File: src/hw/rtl/rqcb_pkg.sv
// Shared types, constants and the square-root step for the RMS color blend.
// Used by rqcb_lane, rqcb_side and rgb_quadratic_color_blend_core.
`timescale 1ns / 1ps

package rqcb_pkg;

	typedef enum logic [1:0] {
		CMD_AVG2 = 2'd0,
		CMD_AVG3 = 2'd1,
		CMD_MIX  = 2'd2,
		CMD_LUMA = 2'd3
	} cmd_t;

	typedef struct packed {
		logic [6:0]  mix_percent;
		logic        b_is_none;
		logic        a_is_none;
		logic [23:0] color_c;
		logic [23:0] color_b;
		logic [23:0] color_a;
		cmd_t        command;
	} in_t;

	typedef struct packed {
		logic [7:0]  gray_level;
		logic        result_is_none;
		logic [23:0] result_color;
	} out_t;

	// Per-item info that travels beside the channel lanes.
	typedef struct packed {
		logic        luma;
		logic        bypass;
		logic        none;
		logic [23:0] color;
		logic [7:0]  gray;
	} side_t;

	// Partial floor square root: remainder and root bits found so far.
	typedef struct packed {
		logic [9:0] rem;
		logic [7:0] root;
	} isq_t;

	localparam int NUM_LANES   = 3;
	localparam int ISQ_STAGES  = 4;
	localparam int PIPE_DEPTH  = 8;
	localparam int SUM_W       = 23;

	localparam logic [6:0]  PCT_FULL   = 7'd100;
	localparam logic [6:0]  DIV_THREE  = 7'd3;
	localparam logic [6:0]  DIV_TWO    = 7'd2;
	localparam logic [18:0] RECIP3     = 19'd349525;  // floor(2^20 / 3)
	localparam logic [15:0] RECIP100   = 16'd41943;   // floor(2^22 / 100)
	localparam logic [14:0] LUMA_RECIP = 15'd20971;   // floor(2^21 / 100)
	localparam logic [5:0]  LUMA_R     = 6'd30;
	localparam logic [5:0]  LUMA_G     = 6'd59;
	localparam logic [5:0]  LUMA_B     = 6'd11;

	function automatic isq_t isqrt_step(isq_t cur, logic [1:0] pair);
		logic [11:0] rem_w;
		logic [11:0] trial;
		isq_t        nxt;
		rem_w = {cur.rem, pair};
		trial = {2'b00, cur.root, 2'b01};
		if (rem_w >= trial) begin
			nxt.rem  = 10'(rem_w - trial);
			nxt.root = {cur.root[6:0], 1'b1};
		end else begin
			nxt.rem  = rem_w[9:0];
			nxt.root = {cur.root[6:0], 1'b0};
		end
		return nxt;
	endfunction

endpackage

File: src/hw/rtl/rqcb_lane.sv
// One color channel lane: squares, weighted mean, constant divide, 8-bit sqrt.
// Eight stages, all advanced by en. Depends on rqcb_pkg.
`timescale 1ns / 1ps

module rqcb_lane (
	input  logic          clk,
	input  logic          en,
	input  rqcb_pkg::cmd_t cmd,
	input  logic [7:0]    chan_a,
	input  logic [7:0]    chan_b,
	input  logic [7:0]    chan_c,
	input  logic [6:0]    pct,
	output logic [7:0]    result
);
	import rqcb_pkg::*;

	logic [15:0]      sq_a_s1, sq_b_s1, sq_c_s1;
	logic [6:0]       pct_s1;
	cmd_t             cmd_s1, cmd_s2, cmd_s3;
	logic [SUM_W-1:0] sum_s2, sum_s3;
	logic [SUM_W-1:0] sum_nxt;
	logic [15:0]      q0_s3, q0_nxt;
	logic [36:0]      prod3;
	logic [38:0]      prod100;
	logic [6:0]       div_d;
	logic [SUM_W-1:0] rem_full;
	logic [15:0]      q_fix;

	// sqrt pipe: index 0 is the corrected mean (stage 4), 1..4 are stages 5..8
	logic [15:0] x_s    [0:ISQ_STAGES];
	logic [9:0]  rem_s  [0:ISQ_STAGES];
	logic [7:0]  root_s [0:ISQ_STAGES];
	logic [15:0] x_n    [1:ISQ_STAGES];
	logic [9:0]  rem_n  [1:ISQ_STAGES];
	logic [7:0]  root_n [1:ISQ_STAGES];

	always_comb begin
		unique case (cmd_s1)
			CMD_AVG2: sum_nxt = SUM_W'(sq_a_s1) + SUM_W'(sq_b_s1);
			CMD_AVG3: sum_nxt = SUM_W'(sq_a_s1) + SUM_W'(sq_b_s1) + SUM_W'(sq_c_s1);
			CMD_MIX:  sum_nxt = SUM_W'(sq_a_s1) * SUM_W'(pct_s1)
				+ SUM_W'(sq_b_s1) * SUM_W'(PCT_FULL - pct_s1);
			default:  sum_nxt = '0;
		endcase
	end

	// reciprocal estimate is exact or one low; stage 4 fixes it
	always_comb begin
		prod3   = 37'(sum_s2[17:0]) * 37'(RECIP3);
		prod100 = 39'(sum_s2) * 39'(RECIP100);
		unique case (cmd_s2)
			CMD_AVG2: q0_nxt = sum_s2[16:1];
			CMD_AVG3: q0_nxt = prod3[35:20];
			CMD_MIX:  q0_nxt = prod100[37:22];
			default:  q0_nxt = '0;
		endcase
	end

	always_comb begin
		unique case (cmd_s3)
			CMD_AVG2: div_d = DIV_TWO;
			CMD_AVG3: div_d = DIV_THREE;
			CMD_MIX:  div_d = PCT_FULL;
			default:  div_d = PCT_FULL;
		endcase
		rem_full = sum_s3 - SUM_W'(q0_s3) * SUM_W'(div_d);
		q_fix    = q0_s3 + 16'(rem_full >= SUM_W'(div_d));
	end

	always_comb begin
		isq_t st_a, st_b;
		for (int g = 1; g <= ISQ_STAGES; g++) begin
			st_a      = isqrt_step('{rem: rem_s[g-1], root: root_s[g-1]}, x_s[g-1][15:14]);
			st_b      = isqrt_step(st_a, x_s[g-1][13:12]);
			x_n[g]    = {x_s[g-1][11:0], 4'b0000};
			rem_n[g]  = st_b.rem;
			root_n[g] = st_b.root;
		end
	end

	always_ff @(posedge clk) begin
		if (en) begin
			sq_a_s1 <= 16'(chan_a) * 16'(chan_a);
			sq_b_s1 <= 16'(chan_b) * 16'(chan_b);
			sq_c_s1 <= 16'(chan_c) * 16'(chan_c);
			pct_s1  <= (pct > PCT_FULL) ? PCT_FULL : pct;
			cmd_s1  <= cmd;
			sum_s2  <= sum_nxt;
			cmd_s2  <= cmd_s1;
			sum_s3  <= sum_s2;
			q0_s3   <= q0_nxt;
			cmd_s3  <= cmd_s2;
			x_s[0]    <= q_fix;
			rem_s[0]  <= '0;
			root_s[0] <= '0;
			for (int g = 1; g <= ISQ_STAGES; g++) begin
				x_s[g]    <= x_n[g];
				rem_s[g]  <= rem_n[g];
				root_s[g] <= root_n[g];
			end
		end
	end

	assign result = root_s[ISQ_STAGES];

endmodule

File: config.mk
export PLATFORM = sky130hd
export DESIGN_NAME = rqcb_lane
export DESIGN_NICKNAME = d
export VERILOG_FILES = /design/src/hw/rtl/rqcb_pkg.sv /design/src/hw/rtl/rqcb_lane.sv
export SDC_FILE = /design/constraint.sdc
export NUM_CORES = 2
export LEC_CHECK = 0
export BUFFER_PORTS_ARGS = -buffer_cell sky130_fd_sc_hd__clkbuf_2
export CAP_MARGIN = 20
export CORE_MARGIN = 10
export CORE_UTILIZATION = 39
export CTS_CLUSTER_SIZE = 8
export DETAILED_ROUTE_END_ITERATION = 10
export PLACE_DENSITY = 0.51
export SYNTH_ARGS = -nofsm -noshare
export SYNTH_HDL_FRONTEND = slang
export SYNTH_SLANG_ARGS = --single-unit
export TNS_END_PERCENT = 10
File: constraint.sdc
create_clock -name clk -period 23.5 [get_ports clk]
set_clock_uncertainty 0.15 [all_clocks]
set_input_delay 2.35 -clock clk [delete_from_list [all_inputs] [get_ports clk]]
set_output_delay 2.35 -clock clk [all_outputs]
set_load 0.005 [all_outputs]
# ---- Word level (Yosys, flattened, before mapping)
# Memories as Yosys holds them, arrays and structs flattened.
# Cells that the tools add are included.
dict set report word_totals {
  register_bits 123
  latchBits 0
  mem_bits_rw 170
  romBits 0
  input_bits 35
  output_inout_bits 8
  wordCells 66
  mem_count 3
}
dict set report op_classes {
  n_addsub 14
  mul 8
  div 0
  order_cmp 10
  eq_ne 5
  n_shift 0
  n_mux 13
  bitwise_logic 0
  reduce_logical 3
}
# name words width read_ports rd_clocked_by_memory_dff write_ports line_no
set memory_table {}
lappend memory_table {x_s 5 16 4 0 5 rqcb_lane.sv:30} ;# logic [15:0] x_s [0:ISQ_STAGES];
lappend memory_table {rem_s 5 10 4 0 5 rqcb_lane.sv:31} ;# logic [9:0] rem_s [0:ISQ_STAGES];
lappend memory_table {root_s 5 8 5 0 5 rqcb_lane.sv:32} ;# logic [7:0] root_s [0:ISQ_STAGES];
# operator count
set op_table {}
lappend op_table {{18-bit two-way mux} 8}
lappend op_table {{12-bit by 10-bit >= comparator with 1-bit output} 8}
lappend op_table {{10-bit subtractor} 8}
lappend op_table {{23-bit case mux with 3 select lines} 1}
lappend op_table {{8-bit by 8-bit multiplier with 16-bit output} 3}
lappend op_table {{16-bit case mux with 3 select lines} 1}
lappend op_table {{16-bit by 7-bit multiplier with 23-bit output} 2}
lappend op_table {{23-bit by 16-bit multiplier with 38-bit output, second input constant} 1}
lappend op_table {{18-bit by 19-bit multiplier with 36-bit output, second input constant} 1}
lappend op_table {{23-bit adder} 1}
lappend op_table {{23-bit by 7-bit >= comparator with 1-bit output} 1}
lappend op_table {{17-bit by 8-bit multiplier with 23-bit output} 1}
lappend op_table {{23-bit subtractor} 1}
lappend op_table {{17-bit by 16-bit adder with 18-bit output} 1}
lappend op_table {{16-bit by 16-bit adder with 17-bit output} 1}
lappend op_table {{16-bit by 1-bit adder with 16-bit output} 1}
lappend op_table {{7-bit case mux with 2 select lines} 1}
lappend op_table {{7-bit by 7-bit subtractor with 8-bit output, first input constant} 1}
lappend op_table {{7-bit greater-than comparator, second input constant} 1}
lappend op_table {{2-bit by 1-bit == test with 1-bit output, second input constant} 3}
lappend op_table {{2-bit zero test} 3}
lappend op_table {{2-bit == test, second input constant} 2}
lappend op_table {{1-bit two-way mux} 2}

# ---- Logic depth before layout (Yosys ltp)
dict set report logic_depth {
  ltp_word 6
  mapped_depth 30
  ltp_nobuf 28
}

# ---- Worst setup path before layout
# OpenSTA, ideal clock, no wires.
dict set report synth_timing {
  path_type {reg-to-reg}
  startpoint {register pct_s1[1]}
  endpoint {register sum_s2[22], data pin}
  setup_time_ps 150
  t_arrival_ps 7137
  required_ps 23200
  slack_ps 16062
  stages_incl_launch_ff 29
  path_buffers 2
  synth_period_minus_slack_ps 7438
  path_cell_list {edfxtp_1 clkbuf_1 inv_1 ha_1 nor2b_1 nor2_1 xnor2_1 clkbuf_1 nand2_1 fa_1 inv_1 fa_1 fa_1 fa_1 fa_1 inv_1 fa_1 inv_1 ha_1 a21o_1 a21o_1 a21o_1 a41o_1 a21oi_1 o21ai_1 a211oi_1 a21oi_1 or3_1 a21oi_1}
}
dict set report synth_between {
  elab_chain_len 4
  word_cells_on_any_way 5
  cone_classes {add/sub (2); mul (2); mux (1)}
}
# item line_no
set synth_rtl {}
lappend synth_rtl {{from (decl)} rqcb_lane.sv:18} ;# logic [6:0] pct_s1;
lappend synth_rtl {{from (signal assigned)} rqcb_lane.sv:86} ;# pct_s1 <= (pct > PCT_FULL) ? PCT_FULL : pct;
lappend synth_rtl {{7-bit by 7-bit subtractor with 8-bit output} rqcb_lane.sv:42} ;# + SUM_W'(sq_b_s1) * SUM_W'(PCT_FULL - pct_s1);
lappend synth_rtl {{17-bit by 8-bit multiplier with 23-bit output} rqcb_lane.sv:42}
lappend synth_rtl {{23-bit adder *} rqcb_lane.sv:42}
lappend synth_rtl {{23-bit case mux with 3 select lines *} rqcb_lane.sv:38} ;# unique case (cmd_s1)
lappend synth_rtl {{via sum_nxt[22]} rqcb_lane.sv:21} ;# logic [SUM_W-1:0] sum_nxt;
lappend synth_rtl {{to (signal assigned)} rqcb_lane.sv:88} ;# sum_s2 <= sum_nxt;
lappend synth_rtl {{to (decl)} rqcb_lane.sv:20} ;# logic [SUM_W-1:0] sum_s2, sum_s3;
# Mark *: on every way through the listed nets, which the timed path passes. The rest lies on a longest branch.
# A chain may end at the register's enable or synchronous reset.

# ---- Worst setup path after layout
# Ends and elaborated chain as after synthesis.

==> results.md <==
- CTS Hold Bufs: 0
- Async set-or-reset flop fraction in the synthesized netlist: 0%
- CTS clk-pin slew, worst paths: 0.05 ns
- I/O pins: 43
- Worst-Margin Slew: 1.02 ns
- Hold WC Path Type: flop to flop
- Clock Sinks: 208
- Crit-path max FO: 17
- Grt total ovfl: 0
- Horiz. Die Dim: 325 µm
- Drt wl/cell: 17.3 µm
- Final Hold Violating Endpoints: 0
- Register area share after synthesis: 17.2%
- Fin util: 42.2%
- Synthesis-to-finish area growth: 7.06%
- Vias in the first global route: 25.6k
- Reg area: 6250 µm²
- EDFF count, synth: 208
- Postcts setup bufs: 0
- Critical path launch point type: flop
- Yosys Warn Count: 0
- Fin. max-slew vios: 0
- Layout cell share with drive strength beyond 1: 3.65%
- Routability cong.: 0.870
- Synthesized area: 36300 µm²
- Reg2reg setup slack: 15.24 ns
- Bufs on Longest Clock Path: 3
- Pin count of the biggest net entering global routing: 81
- Die area: 106000 µm²
- Core box area: 92100 µm²
- Number of detailed-route iterations in the first pass: 5
- Number of library cell types mapped by synthesis: 83
- Worst Path Required: 23.77 ns
- Post-cts sizing count: 0
- Tcrit/Tclk final: 35.1%
- Max-cap violations: 0
- Status: completed
- Initial antenna violation count: 1
- Die height: 325 µm
- IO Port Bufs: 42
- Setup crit end kind: flop
- GRT Total Usage: 16.4%
- Root Driver: clkbuf_16
- Syn Area/Cell: 9.96 µm²
- Starting Density: 39.4%
- CP Data Arrival Time: 8.53 ns
- Min cycle time layout: 8.26 ns
- Slowest-stage cell, CP: xor2_1
- Top cell by count, worst path: fa_1
- Layout fillers: 9104
- Main synth FF type: edfxtp_1
- Synth Instances: 3647
- Net count reported at finish: 4849
- Post-DP HPWL: 71600 µm
- TNS Setup: 0 ns
- Post-route ant nets: 0
- Max H-tree Level: 1
- Cell family with most CP delay: adder cells
- Final WL: 85300 µm
- F_max: 121 MHz
- Area of the multi-input gates: 27000 µm²
- # setup viols final: 0
- RSZ-0062 raised after global routing: no
- Rel. slew slack: 31.6%
- Crit path buffers/inverters: 3
- Starting DRT DRC Count: 1140
- Kind of critical path: flop to flop
- DRC: 0
- Crit path largest cell delay: 0.84 ns
- Vias: 24.2k
- Seq cells post-synth: 208
- Clock Latency Late Sink: 0.60 ns
- Vias/cell: 4.89
- CTS tree: built
- CTS Buf Count: 30
- Antenna fix cells: 0
- Global-route wire length before repair: 140000 µm
- # rows: 111
[cell usage after synthesis (all sizes together) (11+ instances only)]
master	count	area [µm²]
nand2b	19	119
and2	132	826
nand2	285	1070
ha	567	7090
fa	549	11000
a211oi	11	87.6
nor2	163	617
xor2	58	508
a21o	46	347
edfxtp	208	6250
or2	12	75.1
inv	780	2930
o21bai	18	135
nand3	42	223
nor3	50	255
o22ai	32	200
xnor2	135	1180
o21a	27	203
a21oi	130	651
nand4	18	113
clkbuf	56	210
o21ai	79	395
mux2i	21	210
nor2b	38	238
and3	18	113
[logic make-up (layout without fill, tap and decap cells)]
group                      count (synthesis)  in the layout  synth area share, %
xor gates and xnor gates                 193            193                 4.65
AOI/OAI and AO/OA                        434            434                 7.76
other                                      2             19               0.0207
and+or+nand+nor                          819            819                 10.9
adders and majority gates               1116           1116                 49.8
buffers and inverters                    844            882                 8.75
muxes                                     31             31                0.889
DFF                                      208            208                 17.2
[layout by cell type (no fill, tap or decap), types with 12 or more instances in the layout]
cell       count
xor2_1        58
nor2b_1       38
conb_1        19
clkbuf_16     30
a21oi_1      130
or2_2         12
o21ai_1       14
nor3_1        49
o21a_1        27
o21bai_1      18
nand3_1       41
and2_1       132
xnor2_1      135
clkbuf_2      41
ha_1         567
fa_1         549
a21o_1        45
o22ai_1       32
buf_4         22
o21ai_0       65
nor2_1       161
edfxtp_1     208
inv_1        777
nand4_1       18
mux2i_1       21
nand2_1      284
nand2b_1      19
and3_1        18
[routing by layer]
layer	up-vias	routed length (µm)	GRT usage (%)
li1	11900	-	-
met1	11900	40500	22.8
met2	337	39600	27.3
met3	65	4050	2.73
met4	0	1170	2.15
met5	-	0	0
[worst paths after layout]
path | from | to | cells after the start
worst max-delay path | pct_s1[1] | sum_s2[22] | 25
worst min-delay path | x_s[0][24] | x_s[0][44] | 0
worst max register to register | pct_s1[1] | sum_s2[22] | 25
worst min register to register | x_s[0][24] | x_s[0][44] | 0
[worst register-to-register path, stage by stage (launching register included)]
cell and delay (ns):
edfxtp_1 0.72, inv_1 0.10, ha_1 0.22, nor2b_1 0.15, o31ai_1 0.10, xor2_1 0.84, and2_1 0.27, fa_1 0.44
fa_1 0.48, fa_1 0.52, fa_1 0.52, fa_1 0.54, inv_1 0.06, fa_1 0.53, inv_1 0.04, ha_1 0.36
a21o_1 0.18, a21o_1 0.17, a21o_1 0.17, a41o_1 0.23, a21oi_1 0.22, o21ai_1 0.12, a211oi_1 0.33, a21oi_1 0.13
or3_1 0.35, a21oi_1 0.15
[cell type report]
| cell class | instances | area share (%) |
|---|---|---|
| Sequential cell | 208 | 16.1 |
| Clock buffer | 32 | 1.95 |
| Clock inverter | 4 | 0.106 |
| Multi-Input combinational cell | 2612 | 69.3 |
| Inverter | 782 | 7.56 |
| Tap cell | 1243 | 4.00 |
| Timing Repair Buffer | 64 | 0.991 |
[per-stage QoR]
step           instance area (µm²)  std cells  worst slack, ns  hold WS, ns
2_1_floorplan                36400       3664            16.06        0.250
3_3_place_gp                 38100       4909            15.44        0.253
3_5_place_dp                 38100       4909            15.35        0.255
4_1_cts                      38900       4945            15.31        0.266
5_1_grt                      38900       4945            14.75        0.268
6_report                     38900       4945            15.24        0.264
[flip-flops by register name, indices dropped and copies added, names as in the netlist]
| signal | cells |
|---|---|
| q0_s3 | 16 |
| sq_b_s1 | 15 |
| sum_s3 | 23 |
| sq_a_s1 | 15 |
| sum_s2 | 23 |
| sq_c_s1 | 15 |
| rem_s | 28 |
| cmd_s1 | 2 |
| root_s | 20 |
| x_s | 40 |
| cmd_s3 | 2 |
| cmd_s2 | 2 |
| pct_s1 | 7 |
Power is not shown: default switching activity piles up to over one toggle a cycle in this logic, so the estimate is an artifact.
