===== config.mk =====
export PLATFORM = sky130hd
export DESIGN_NAME = rqcb_side
export DESIGN_NICKNAME = d
export VERILOG_FILES = /design/src/hw/rtl/rqcb_pkg.sv /design/src/hw/rtl/rqcb_side.sv
export SDC_FILE = /design/constraint.sdc
export NUM_CORES = 1
export LEC_CHECK = 0
export BUFFER_PORTS_ARGS = -buffer_cell sky130_fd_sc_hd__buf_4
export CAP_MARGIN = 30
export CORE_UTILIZATION = 57
export DETAILED_ROUTE_END_ITERATION = 16
export PLACE_DENSITY = 0.75
export SLEW_MARGIN = 15
export SYNTH_ARGS = -nofsm -noshare
export SYNTH_HDL_FRONTEND = slang
export SYNTH_SLANG_ARGS = --single-unit

===== constraint.sdc =====
create_clock -name clk -period 8.5 [get_ports clk]
set_input_delay 1.7 -clock clk [delete_from_list [all_inputs] [get_ports clk]]
set_output_delay 1.7 -clock clk [all_outputs]
set_load 0.02 [all_outputs]

===== src/hw/rtl/rqcb_pkg.sv =====
// Shared types, constants and the square-root step for the RMS color blend.
// Used by rqcb_lane, rqcb_side and rgb_quadratic_color_blend_core.
`timescale 1ns / 1ps

package rqcb_pkg;

	typedef enum logic [1:0] {
		CMD_AVG2 = 2'd0,
		CMD_AVG3 = 2'd1,
		CMD_MIX  = 2'd2,
		CMD_LUMA = 2'd3
	} cmd_t;

	typedef struct packed {
		logic [6:0]  mix_percent;
		logic        b_is_none;
		logic        a_is_none;
		logic [23:0] color_c;
		logic [23:0] color_b;
		logic [23:0] color_a;
		cmd_t        command;
	} in_t;

	typedef struct packed {
		logic [7:0]  gray_level;
		logic        result_is_none;
		logic [23:0] result_color;
	} out_t;

	// Per-item info that travels beside the channel lanes.
	typedef struct packed {
		logic        luma;
		logic        bypass;
		logic        none;
		logic [23:0] color;
		logic [7:0]  gray;
	} side_t;

	// Partial floor square root: remainder and root bits found so far.
	typedef struct packed {
		logic [9:0] rem;
		logic [7:0] root;
	} isq_t;

	localparam int NUM_LANES   = 3;
	localparam int ISQ_STAGES  = 4;
	localparam int PIPE_DEPTH  = 8;
	localparam int SUM_W       = 23;

	localparam logic [6:0]  PCT_FULL   = 7'd100;
	localparam logic [6:0]  DIV_THREE  = 7'd3;
	localparam logic [6:0]  DIV_TWO    = 7'd2;
	localparam logic [18:0] RECIP3     = 19'd349525;  // floor(2^20 / 3)
	localparam logic [15:0] RECIP100   = 16'd41943;   // floor(2^22 / 100)
	localparam logic [14:0] LUMA_RECIP = 15'd20971;   // floor(2^21 / 100)
	localparam logic [5:0]  LUMA_R     = 6'd30;
	localparam logic [5:0]  LUMA_G     = 6'd59;
	localparam logic [5:0]  LUMA_B     = 6'd11;

	function automatic isq_t isqrt_step(isq_t cur, logic [1:0] pair);
		logic [11:0] rem_w;
		logic [11:0] trial;
		isq_t        nxt;
		rem_w = {cur.rem, pair};
		trial = {2'b00, cur.root, 2'b01};
		if (rem_w >= trial) begin
			nxt.rem  = 10'(rem_w - trial);
			nxt.root = {cur.root[6:0], 1'b1};
		end else begin
			nxt.rem  = rem_w[9:0];
			nxt.root = {cur.root[6:0], 1'b0};
		end
		return nxt;
	endfunction

endpackage


===== src/hw/rtl/rqcb_side.sv =====
// Side path: pass-through cases of the two-color average and luminance of
// color_a, delayed to line up with the lanes. Depends on rqcb_pkg.
`timescale 1ns / 1ps

module rqcb_side (
	input  logic           clk,
	input  logic           en,
	input  rqcb_pkg::cmd_t cmd,
	input  logic [23:0]    color_a,
	input  logic [23:0]    color_b,
	input  logic           a_is_none,
	input  logic           b_is_none,
	output rqcb_pkg::side_t side
);
	import rqcb_pkg::*;

	localparam int DLY = PIPE_DEPTH - 3;

	logic [7:0]  ch_r, ch_g, ch_b;
	side_t       info_s1, info_s2, info_s3;
	logic [14:0] wsum_s1, wsum_s2;
	logic        flat_s1, flat_s2;
	logic [7:0]  red_s1, red_s2;
	logic [29:0] prod;
	logic [7:0]  q0_s2;
	logic [14:0] rem_w;
	logic [7:0]  gray_nxt;
	side_t       dly_q [0:DLY-1];

	assign ch_r = color_a[7:0];
	assign ch_g = color_a[15:8];
	assign ch_b = color_a[23:16];

	assign prod = 30'(wsum_s1) * 30'(LUMA_RECIP);

	always_comb begin
		rem_w    = wsum_s2 - 15'(q0_s2) * 15'(PCT_FULL);
		gray_nxt = flat_s2 ? red_s2 : q0_s2 + 8'(rem_w >= 15'(PCT_FULL));
	end

	always_ff @(posedge clk) begin
		if (en) begin
			info_s1.luma   <= (cmd == CMD_LUMA);
			info_s1.bypass <= (cmd == CMD_AVG2) && (a_is_none || b_is_none);
			info_s1.none   <= (cmd == CMD_AVG2) && a_is_none && b_is_none;
			info_s1.color  <= a_is_none ? color_b : color_a;
			info_s1.gray   <= '0;
			wsum_s1 <= 15'(ch_r) * 15'(LUMA_R) + 15'(ch_g) * 15'(LUMA_G)
				+ 15'(ch_b) * 15'(LUMA_B);
			flat_s1 <= (ch_r == ch_g) && (ch_r == ch_b);
			red_s1  <= ch_r;

			info_s2 <= info_s1;
			wsum_s2 <= wsum_s1;
			flat_s2 <= flat_s1;
			red_s2  <= red_s1;
			q0_s2   <= prod[28:21];

			info_s3 <= {info_s2.luma, info_s2.bypass, info_s2.none, info_s2.color, gray_nxt};

			dly_q[0] <= info_s3;
			for (int i = 1; i < DLY; i++) begin
				dly_q[i] <= dly_q[i-1];
			end
		end
	end

	assign side = dly_q[DLY-1];

endmodule


# Yosys cells after proc, flatten, opt, wreduce, memory -nomap -nowiden
# Memory sizes are Yosys's and may differ from the RTL's.
# Index checks and enable logic that the tools add are counted.
# totals
register_bits	145
mem_bits_rw	175
out_inout_bits	35
word_cells	44
memories	1
# op_classes
addsub	4
multipliers	5
order_cmp	1
eq_ne	3
n_mux	4
n_reduce_logical	6
# memory_table
name	words	word_bits	rd	rd_clocked_by_memory_dff	wr	line	rtl
dly_q	5	35	5	0	5	rqcb_side.sv:28	side_t dly_q [0:DLY-1];
# op_table
cell	n
$mul 15x15->29 const B	1
$mul 8x4->12 const B	2
$mux 24	1
$eq 8x8->1	2
$add 13x14->15	1
$add 15x12->15	1
$ge 15x7->1 const B	1
$sub 15x15->15	1
$mul 8x6->14 const B	1
$mul 8x5->13 const B	1
$add 8x1->8	1
$mux 8	1
$logic_and 1x1->1	4
$eq 2x2->1 const B	1
$logic_not 2->1	1
$mux 1	2
$logic_or 1x1->1	1

# Logic depth before layout (Yosys ltp)
# Gate-level depths: netlist of run 1.
# depth
ltp_word	5
mapped_depth	23

# Worst setup path after synthesis of run 1
# No wires, ideal clock.
# synth_timing
path_type	input-to-reg
startpoint	input port color_a[0]
endpoint	register wsum_s1[14], data pin
arrival_ns	6.417
required_time_ns	8.242
setup_slack_ns	1.826
stages	20
n_path_buf	0
cell_sequence	fa_1 fa_1 ha_1 a21o_1 a21oi_1 o21bai_1 a21oi_1 o21ai_1 xor2_1 ha_1 inv_1 fa_1 fa_1 inv_1 ha_1 and2_1 o21a_1 a211oi_1 a21oi_1 xnor2_1
# synth_via
elab_chain_cells	3
# synth_rtl
item	line	rtl
start: declaration	rqcb_side.sv:9	input logic [23:0] color_a,
$mul 8x4->12	rqcb_side.sv:48	wsum_s1 <= 15'(ch_r) * 15'(LUMA_R) + 15'(ch_g) * 15'(LUMA_G)
$add 13x14->15	rqcb_side.sv:48	
$add 15x12->15	rqcb_side.sv:49	+ 15'(ch_b) * 15'(LUMA_B);
end signal: assignment	rqcb_side.sv:48	
end: declaration	rqcb_side.sv:21	logic [14:0] wsum_s1, wsum_s2;
# Every way passes these cells.
# A chain may end at the register's enable or synchronous reset.

# Final worst setup path of run 1
# Same ends and word-level chain as after synthesis.

==> results of run 1 <==
-- cell type report --
type                            instances  area, µm²  area share [%]
Multi-Input combinational cell        695       7899           38.67
Inverter                              213      799.5           3.914
Timing Repair Buffer                   89      688.2           3.369
Clock inverter                         13      143.9          0.7044
Clock buffer                           38      802.0           3.926
Sequential cell                       318       9549           46.75
Tap cell                              435      544.3           2.665
-- through the flow --
stage | cells | setup slack [ps] | cell area, µm² | hold slack [ps]
2_1_floorplan | 1266 | 1826 | 18530 | 400.3
3_5_place_dp | 1750 | 1265 | 19480 | 404.5
5_1_grt | 1801 | 1594 | 20430 | 422.3
6_report | 1801 | 1783 | 20430 | 417.7
4_1_cts | 1801 | 1848 | 20430 | 404.9
3_3_place_gp | 1750 | 1342 | 19480 | 400.3
-- registers in the layout, summed over array words and instances (netlist names) --
register / flops
dly_q: 175
info_s1: 27
info_s2: 27
red_s2: 8
flat_s1: 1
red_s1: 8
info_s3: 35
flat_s2: 1
wsum_s1: 15
wsum_s2: 13
q0_s2: 8
-- metal layers --
layer | vias up | GRT usage [%] | routed length [µm]
li1 | 4542 | - | -
met4 | 0 | 5.782 | 811
met3 | 51 | 1.916 | 864
met5 | - | 0 | 0
met1 | 4604 | 24.51 | 12780
met2 | 171 | 34.04 | 15610
-- kinds of logic (layout without fill, tap and decap cells) --
kind of cell | after synthesis | in the layout | synth area share [%]
AND/OR/NAND/NOR | 125 | 125 | 3.316
adder cells (fa/ha/maj) | 381 | 381 | 31.60
multiplexers | 16 | 16 | 0.9656
AO/OA/AOI/OAI | 122 | 122 | 4.234
buffers and inverters | 253 | 353 | 5.834
flip-flops | 318 | 318 | 51.54
XOR/XNOR | 51 | 51 | 2.512
-- synth_stat cells (2+ instances only) --
| cell type | count |
|---|---|
| sky130_fd_sc_hd__nor4_1 | 3 |
| sky130_fd_sc_hd__a21oi_1 | 35 |
| sky130_fd_sc_hd__inv_1 | 213 |
| sky130_fd_sc_hd__o211ai_1 | 3 |
| sky130_fd_sc_hd__xnor2_1 | 36 |
| sky130_fd_sc_hd__o21ai_0 | 26 |
| sky130_fd_sc_hd__fa_1 | 145 |
| sky130_fd_sc_hd__nand2b_1 | 5 |
| sky130_fd_sc_hd__o31a_1 | 2 |
| sky130_fd_sc_hd__edfxtp_1 | 318 |
| sky130_fd_sc_hd__nand4_1 | 6 |
| sky130_fd_sc_hd__nor2b_1 | 3 |
| sky130_fd_sc_hd__nor2_1 | 26 |
| sky130_fd_sc_hd__o41ai_1 | 2 |
| sky130_fd_sc_hd__o21ai_1 | 4 |
| sky130_fd_sc_hd__a21o_1 | 10 |
| sky130_fd_sc_hd__xor2_1 | 14 |
| sky130_fd_sc_hd__o22ai_1 | 6 |
| sky130_fd_sc_hd__nand3_1 | 7 |
| sky130_fd_sc_hd__nand2_1 | 33 |
| sky130_fd_sc_hd__ha_1 | 236 |
| sky130_fd_sc_hd__nand3b_1 | 2 |
| sky130_fd_sc_hd__clkbuf_1 | 5 |
| sky130_fd_sc_hd__o21bai_1 | 4 |
| sky130_fd_sc_hd__mux2_2 | 15 |
| sky130_fd_sc_hd__and2_1 | 2 |
| sky130_fd_sc_hd__o21a_1 | 10 |
| sky130_fd_sc_hd__buf_4 | 35 |
| sky130_fd_sc_hd__a31oi_1 | 6 |
| sky130_fd_sc_hd__or2_2 | 3 |
| sky130_fd_sc_hd__or4_1 | 2 |
| sky130_fd_sc_hd__and3_1 | 8 |
| sky130_fd_sc_hd__nor3_1 | 21 |
-- worst max-delay path, cell delays in order --
cell and delay (ps):
sky130_fd_sc_hd__buf_4 150, sky130_fd_sc_hd__fa_1 600, sky130_fd_sc_hd__fa_1 460, sky130_fd_sc_hd__ha_1 290, sky130_fd_sc_hd__a21o_1 180, sky130_fd_sc_hd__a21oi_1 210
sky130_fd_sc_hd__o21bai_1 90, sky130_fd_sc_hd__a21oi_1 220, sky130_fd_sc_hd__o21ai_1 150, sky130_fd_sc_hd__xor2_1 240, sky130_fd_sc_hd__ha_1 270, sky130_fd_sc_hd__inv_1 70
sky130_fd_sc_hd__fa_1 430, sky130_fd_sc_hd__fa_1 550, sky130_fd_sc_hd__inv_1 40, sky130_fd_sc_hd__ha_1 340, sky130_fd_sc_hd__and2_1 170, sky130_fd_sc_hd__o21a_1 170
sky130_fd_sc_hd__a211oi_1 390, sky130_fd_sc_hd__a21oi_1 140, sky130_fd_sc_hd__xnor2_1 150
-- worst paths after layout --
path / startpoint / to / slack, ps / depth (start not counted)
worst min register to register: dly_q[0][64] / dly_q[0][99] / 420 / 0
worst max register to register: wsum_s1[13] / q0_s2[7] / 2750 / 17
worst min-delay path: dly_q[0][64] / dly_q[0][99] / 420 / 0
worst max-delay path: color_a[0] / wsum_s1[14] / 1780 / 21
==> summary.txt, run 1 <==
RSZ-0062 raised after global routing: no
Dpl hpwl: 22600 µm
All-Layer GR Usage: 19.01%
First-iteration detailed-routing DRC count: 462
Root cell of the clock tree: sky130_fd_sc_hd__clkbuf_16
Share of flip-flops with an asynchronous set or reset: 0%
Cell count after synthesis: 1266
Clock transition at the registers of the reported paths: 60 ps
Die Height: 182.3 µm
Leading cell types by total area after synthesis: sky130_fd_sc_hd__edfxtp_1 (52%), sky130_fd_sc_hd__ha_1 (16%), sky130_fd_sc_hd__fa_1 (16%)
Run status: completed
Worst Setup End Kind: flip-flop
Vias in the first global route: 9791
Area grow syn2layout: 10.24%
Most used flip-flop cell after synthesis: sky130_fd_sc_hd__edfxtp_1
Count of warnings emitted by yosys: 0
Post-detailed-route DRC marker count: 0
Count of filler cells inserted in the layout: 2296
Max Cap Violations: 0
First-pass GRT wire length: 49150 µm
Clock network latency to the later pin of the worst-skew pair: 560 ps
Wire length per cell after detailed routing: 16.69 µm
Total setup buffers inserted after CTS: 0
Wirelength, routed: 30060 µm
Fraction of final layout cells sized beyond drive strength 1: 11.27%
Drt first pass iters: 4
Number of input and output port buffers inserted: 88
Post-synth EDFFs: 318
Standard-cell rows: 65
Worst slew margin relative to its limit: 29.57%
Post-synth top area cell: sky130_fd_sc_hd__edfxtp_1
CTS tree: yes
# setup viols final: 0
Clock Tree Buf Depth: 3
Number of CTS-inserted buffers: 31
# IOs: 89
Tightest Pin Transition: 1056 ps
Die width: 182.3 µm
Required time at the endpoint of the critical path: 8800 ps
Total of flip-flops plus latches after synthesis: 318
Overflow left after global routing: 0
Final critical path time including I/O delays and setup: 6717 ps
Initial core utilization: 58.27%
Antenna violations before repair: 0
Sink count of the clock tree: 318
CTS hold repair buffers: 0
Syn Nets: 1701
Placer's final routability congestion estimate: 0.8423
Endpoint arrival time on the critical path: 7020 ps
Net total in the final layout: 1783
Die area: 0.03323 mm²
Number of nets still failing antenna checks after routing: 0
Deepest level of the CTS H-tree: 1
Largest net degree at the start of global routing: 213
Antenna Diode Count: 0
Most common cell after layout, fill and taps aside: sky130_fd_sc_hd__edfxtp_1
Final cycle utilization of the critical path: 79.02%
Final hold violation count: 0
Fraction of post-synthesis cell area in the top cell type by area: 51.54%
Register area share after synthesis: 51.54%
Largest fanout on the critical path: 7
Post-synth design cell area: 0.01853 mm²
PostCTS Resize Cnt: 0
Area of the core region: 0.03180 mm²
Synthesized area per cell: 14.64 µm²
Clock skew: 7.815 ps
Most frequent cells in the layout: sky130_fd_sc_hd__edfxtp_1 (318), sky130_fd_sc_hd__ha_1 (236), sky130_fd_sc_hd__inv_1 (213)
Number of slew-limit violations in the final report: 0
Hold/Removal Path Class: flip-flop to flip-flop
Total Negative Setup Slacks: 0 ps
Count of cell types in the netlist: 53
Via Count: 9368
Core utilization of the finished layout: 64.23%
Achievable Freq: 0.1489 GHz
Via/cell ratio: 5.202
Worst Setup Path Type: input port to flip-flop
Startpoint type of the worst setup path: input port
Power of run 1 is left out: the tool's default activity adds up to more than one toggle a clock period on the data nets, which glitch-free logic cannot reach.
==> run 2, diff against run 1 <==
- clock period: 8.5 -> 6.45 ns (I/O delays scaled with it)
==> run 2 against run 1 <==
Register-to-register slack worse by 2100 ps; core utilization is 0.38 points higher; first-iteration DRC count is 1.3% higher; global-route usage is 0.30 points higher; design area is 0.59% higher; final cell count is 1.3% higher; critical endpoint unchanged.
==> summary.txt, run 2 (same netlist as run 1, synthesis figures left out) <==
Run status: completed
# setup viols final: 0
Max Cap Violations: 0
Endpoint arrival time on the critical path: 6380 ps
Net total in the final layout: 1804
Die Height: 182.3 µm
Number of nets still failing antenna checks after routing: 0
All-Layer GR Usage: 19.31%
Root cell of the clock tree: sky130_fd_sc_hd__clkbuf_16
Crit path max-delay cell type: sky130_fd_sc_hd__fa_1
Post-detailed-route DRC marker count: 0
Registers with the most flip-flops: dly_q x175, info_s3 x35
CTS tree: yes
Largest fanout on the critical path: 3
Final critical path time including I/O delays and setup: 6059 ps
Required time at the endpoint of the critical path: 6770 ps
Crit path depth: 22
Area of the core region: 0.03180 mm²
Number of CTS-inserted buffers: 31
Deepest level of the CTS H-tree: 1
Initial core utilization: 58.27%
Drt first pass iters: 4
Most common cell after layout, fill and taps aside: sky130_fd_sc_hd__edfxtp_1
Depth of the worst register-to-register path: 17
Total setup buffers inserted after CTS: 0
Number of slew-limit violations in the final report: 0
Dpl hpwl: 22880 µm
CP peak stage delay: 580 ps
Antenna violations before repair: 1
CTS hold repair buffers: 0
Worst Setup End Kind: flip-flop
Placer's final routability congestion estimate: 0.8411
Cell Chain, Critical Path: buf_4, fa_1, fa_1, ha_1, a21o_1, a21oi_1, o21bai_1, a21oi_1, o21ai_1, xor2_1, ha_1, inv_1, fa_1, fa_1, inv_1, ha_1, and2_1, o21a_1, a211oi_1, buf_4, a21oi_1, xnor2_1
Tightest Pin Transition: 873.2 ps
Largest net degree at the start of global routing: 150
Antenna Diode Count: 0
CP Buf/Inv Count: 4
Vias in the first global route: 9866
Number of input and output port buffers inserted: 88
Gate family responsible for the most delay along the worst path: adder cells
Die area: 0.03323 mm²
Largest register FFs: 175
Wire length per cell after detailed routing: 16.65 µm
Area grow syn2layout: 10.89%
Startpoint type of the worst setup path: input port
Achievable Freq: 0.1650 GHz
Overflow left after global routing: 0
Clock skew: 18.56 ps
# IOs: 89
Number of stages on the worst hold path: 0
Final cycle utilization of the critical path: 93.94%
PostCTS Resize Cnt: 0
Final hold violation count: 0
RSZ-0062 raised after global routing: no
Clock network latency to the later pin of the worst-skew pair: 570 ps
Wirelength, routed: 30380 µm
Worst slew margin relative to its limit: 41.79%
Sink count of the clock tree: 318
Most frequent cells in the layout: sky130_fd_sc_hd__edfxtp_1 (318), sky130_fd_sc_hd__ha_1 (236), sky130_fd_sc_hd__inv_1 (213)
Hold/Removal Path Class: flip-flop to flip-flop
Via Count: 9454
Register with the highest flop count: dly_q
Worst Setup Path Type: input port to flip-flop
Most used cell along the critical path: sky130_fd_sc_hd__fa_1
Clock Tree Buf Depth: 3
First-iteration detailed-routing DRC count: 468
Fraction of final layout cells sized beyond drive strength 1: 12.59%
Total Negative Setup Slacks: 0 ps
First-pass GRT wire length: 49630 µm
Die width: 182.3 µm
Clock transition at the registers of the reported paths: 60 ps
Core utilization of the finished layout: 64.61%
Via/cell ratio: 5.180
Standard-cell rows: 65
[run 2: final cells by class]
cell class	count	area, µm²
timing repair buffer	110	845.8
fill	2289	11250
tap	435	544.3
sequential	318	9549
multi-input combinational	695	7899
inverter	213	799.5
clock inverter	13	95.09
clock buffer	41	813.3
[run 2: path summary, 6_finish.rpt]
| check | from | to | slack, ps |
|---|---|---|---|
| max | color_a[0] | wsum_s1[14] | 390 |
| min | info_s2[10] | info_s3[10] | 410 |
| max reg2reg | wsum_s1[13] | q0_s2[7] | 690 |
| min reg2reg | info_s2[10] | info_s3[10] | 410 |
[run 2: per-layer routing]
layer | up-vias | part of all wire, % | wire [µm] | track usage, %
met5 | - | 0.026 | 8 | 0
met4 | 2 | 2.2 | 656 | 5.143
met3 | 47 | 4.1 | 1260 | 3.013
met2 | 164 | 52 | 15870 | 35.02
met1 | 4652 | 41 | 12590 | 24.07
li1 | 4589 | - | - | -
[run 2: worst reg2reg max path, stage by stage, from the launching register on]
cell and delay, ps:
sky130_fd_sc_hd__edfxtp_1 700, sky130_fd_sc_hd__inv_1 110, sky130_fd_sc_hd__ha_1 300, sky130_fd_sc_hd__inv_1 60, sky130_fd_sc_hd__fa_1 480, sky130_fd_sc_hd__inv_1 60, sky130_fd_sc_hd__fa_1 490, sky130_fd_sc_hd__inv_1 50
sky130_fd_sc_hd__fa_1 480, sky130_fd_sc_hd__fa_1 590, sky130_fd_sc_hd__fa_1 430, sky130_fd_sc_hd__ha_1 290, sky130_fd_sc_hd__nand4_1 160, sky130_fd_sc_hd__or4b_1 570, sky130_fd_sc_hd__o211ai_2 290, sky130_fd_sc_hd__o31a_4 200
sky130_fd_sc_hd__and4_1 200, sky130_fd_sc_hd__nor3_2 50
[run 2: metrics by stage]
| stage | worst slack [ps] | area (µm²) | std cells | hold slack [ps] |
|---|---|---|---|---|
| CTS | 388.3 | 20550 | 1825 | 400.5 |
| floorplan | 185.6 | 18530 | 1266 | 400.3 |
| detailed placement | -174.0 | 19640 | 1771 | 404.5 |
| finish | 390.5 | 20550 | 1825 | 407.7 |
| global route | 64.38 | 20550 | 1825 | 401.0 |
| global placement | -155.9 | 19640 | 1771 | 400.2 |
Power of run 2 is left out for the same reason.
==> run 3, diff against run 2 <==
- CORE_MARGIN: unset -> 2
- CTS_BUF_LIST: unset -> sky130_fd_sc_hd__clkbuf_4
- MAX_ROUTING_LAYER: unset -> met4
==> run 3 against run 2 <==
Fmax hardly changed; non-clock buffer count is 2 higher; global-route usage is 0.93 points higher.
==> summary.txt, run 3 (same netlist as run 1, synthesis figures left out) <==
Run status: completed
Vias in the first global route: 10.49k
Total setup buffers inserted after CTS: 0
Deepest level of the CTS H-tree: 3
Final cycle utilization of the critical path: 93.96%
Most frequent cells in the layout: sky130_fd_sc_hd__edfxtp_1 (318), sky130_fd_sc_hd__ha_1 (236), sky130_fd_sc_hd__inv_1 (213)
RSZ-0062 raised after global routing: no
Wire length per cell after detailed routing: 16.27 µm
First-pass GRT wire length: 51370 µm
Most used cell along the critical path: sky130_fd_sc_hd__fa_1
Via Count: 9816
Area grow syn2layout: 11.30%
Hold/Removal Path Class: flip-flop to flip-flop
Via/cell ratio: 5.142
Startpoint type of the worst setup path: input port
Endpoint arrival time on the critical path: 6490 ps
Drt first pass iters: 5
Fraction of final layout cells sized beyond drive strength 1: 17.34%
Multi-input logic area: 0.007899 mm²
Max Cap Violations: 0
Post-detailed-route DRC marker count: 0
Crit path depth: 19
Most common cell after layout, fill and taps aside: sky130_fd_sc_hd__edfxtp_1
Count of filler cells inserted in the layout: 2367
Net total in the final layout: 1852
Number of stages on the worst hold path: 0
Final hold violation count: 0
Cell Chain, Critical Path: buf_4, fa_1, fa_1, inv_1, fa_1, inv_1, a21oi_1, o21bai_1, xnor2_1, fa_1, fa_1, inv_1, fa_1, ha_1, buf_4, o41ai_1, o211ai_1, o211ai_1, xnor2_1
# IOs: 89
# setup viols final: 0
PostCTS Resize Cnt: 0
Depth of the worst register-to-register path: 15
Initial core utilization: 57.39%
Post-place instance area: 0.01965 mm²
Tightest Pin Transition: 858.0 ps
CP peak stage delay: 680 ps
Number of CTS-inserted buffers: 77
CTS hold repair buffers: 0
Clock transition at the registers of the reported paths: 60 ps
Overflow left after global routing: 0
Number of nets still failing antenna checks after routing: 0
Standard-cell rows: 66
Number of slew-limit violations in the final report: 0
Die Height: 184.3 µm
Die width: 184.3 µm
Largest fanout on the critical path: 3
Wirelength, routed: 31050 µm
Clock network latency to the later pin of the worst-skew pair: 680 ps
Gate family responsible for the most delay along the worst path: adder cells
Worst Setup Path Type: input port to flip-flop
All-Layer GR Usage: 20.24%
Final design area excluding fillers: 0.02062 mm²
Largest net degree at the start of global routing: 125
Largest register FFs: 175
Worst Setup End Kind: flip-flop
Sink count of the clock tree: 318
Dpl hpwl: 23490 µm
Placer's final routability congestion estimate: 0.8769
Clock Tree Buf Depth: 3
Worst slew margin relative to its limit: 42.80%
Area of the core region: 0.03229 mm²
Number of input and output port buffers inserted: 88
Die area: 0.03396 mm²
Final critical path time including I/O delays and setup: 6060 ps
FF+latch area: 0.009549 mm²
Register with the highest flop count: dly_q
Registers with the most flip-flops: dly_q x175, info_s3 x35
First-iteration detailed-routing DRC count: 458
Achievable Freq: 0.1650 GHz
Crit path max-delay cell type: sky130_fd_sc_hd__o41ai_1
Root cell of the clock tree: sky130_fd_sc_hd__clkbuf_4
CP Buf/Inv Count: 5
Antenna violations before repair: 2
Clock skew: 49.87 ps
CTS tree: yes
Required time at the endpoint of the critical path: 6880 ps
## run 3: per-stage QoR
| step | util (%) | hold slack [ps] | worst slack (ps) | setup TNS [ps] | cells |
|---|---|---|---|---|---|
| after CTS | 63.77 | 362.1 | 501.8 | 0 | 1906 |
| after global placement | 60.87 | 400.3 | -144.4 | -276.2 | 1779 |
| after detailed placement | 60.87 | 404.5 | -249.5 | -759.1 | 1779 |
| final | 63.87 | 394.1 | 389.6 | 0 | 1909 |
| after floorplan | - | 400.3 | 185.6 | 0 | 1266 |
| after global routing | 63.87 | 386.3 | 166.5 | 0 | 1909 |
## run 3: final timing paths
| check | from | to | slack (ps) |
|---|---|---|---|
| setup / recovery | color_a[0] | wsum_s1[13] | 390 |
| hold / removal | info_s3[12] | dly_q[0][12] | 390 |
| setup reg to reg | wsum_s1[12] | q0_s2[7] | 630 |
| hold reg to reg | info_s3[12] | dly_q[0][12] | 390 |
## run 3: cell type report
cell class,count,area share [%]
sequential,318,46.31
multi-input combinational,695,38.30
timing repair buffer,112,4.271
clock buffer,110,4.004
inverter,213,3.877
tap,442,2.682
clock inverter,17,0.5339
antenna,2,0.02427
## run 3: metal layers
| layer | GRT usage, % | part of all wire [%] | vias up |
|---|---|---|---|
| met4 | 8.416 | 3.2 | 0 |
| met3 | 4.466 | 4.8 | 77 |
| met1 | 25.10 | 41 | 4770 |
| met2 | 32.45 | 51 | 232 |
| met5 | - | 0 | - |
| li1 | - | - | 4737 |
## run 3: worst register-to-register path, stage by stage, from the launching register on
cell and delay [ps]:
sky130_fd_sc_hd__edfxtp_1 750, sky130_fd_sc_hd__ha_1 380, sky130_fd_sc_hd__inv_1 90, sky130_fd_sc_hd__fa_1 460
sky130_fd_sc_hd__fa_1 520, sky130_fd_sc_hd__inv_1 50, sky130_fd_sc_hd__fa_1 480, sky130_fd_sc_hd__fa_1 530
sky130_fd_sc_hd__fa_1 510, sky130_fd_sc_hd__ha_1 310, sky130_fd_sc_hd__nand4_1 170, sky130_fd_sc_hd__or4b_1 570
sky130_fd_sc_hd__o211ai_2 280, sky130_fd_sc_hd__o31a_4 200, sky130_fd_sc_hd__and4_1 200, sky130_fd_sc_hd__nor3_2 40
Power of run 3 is left out for the same reason.
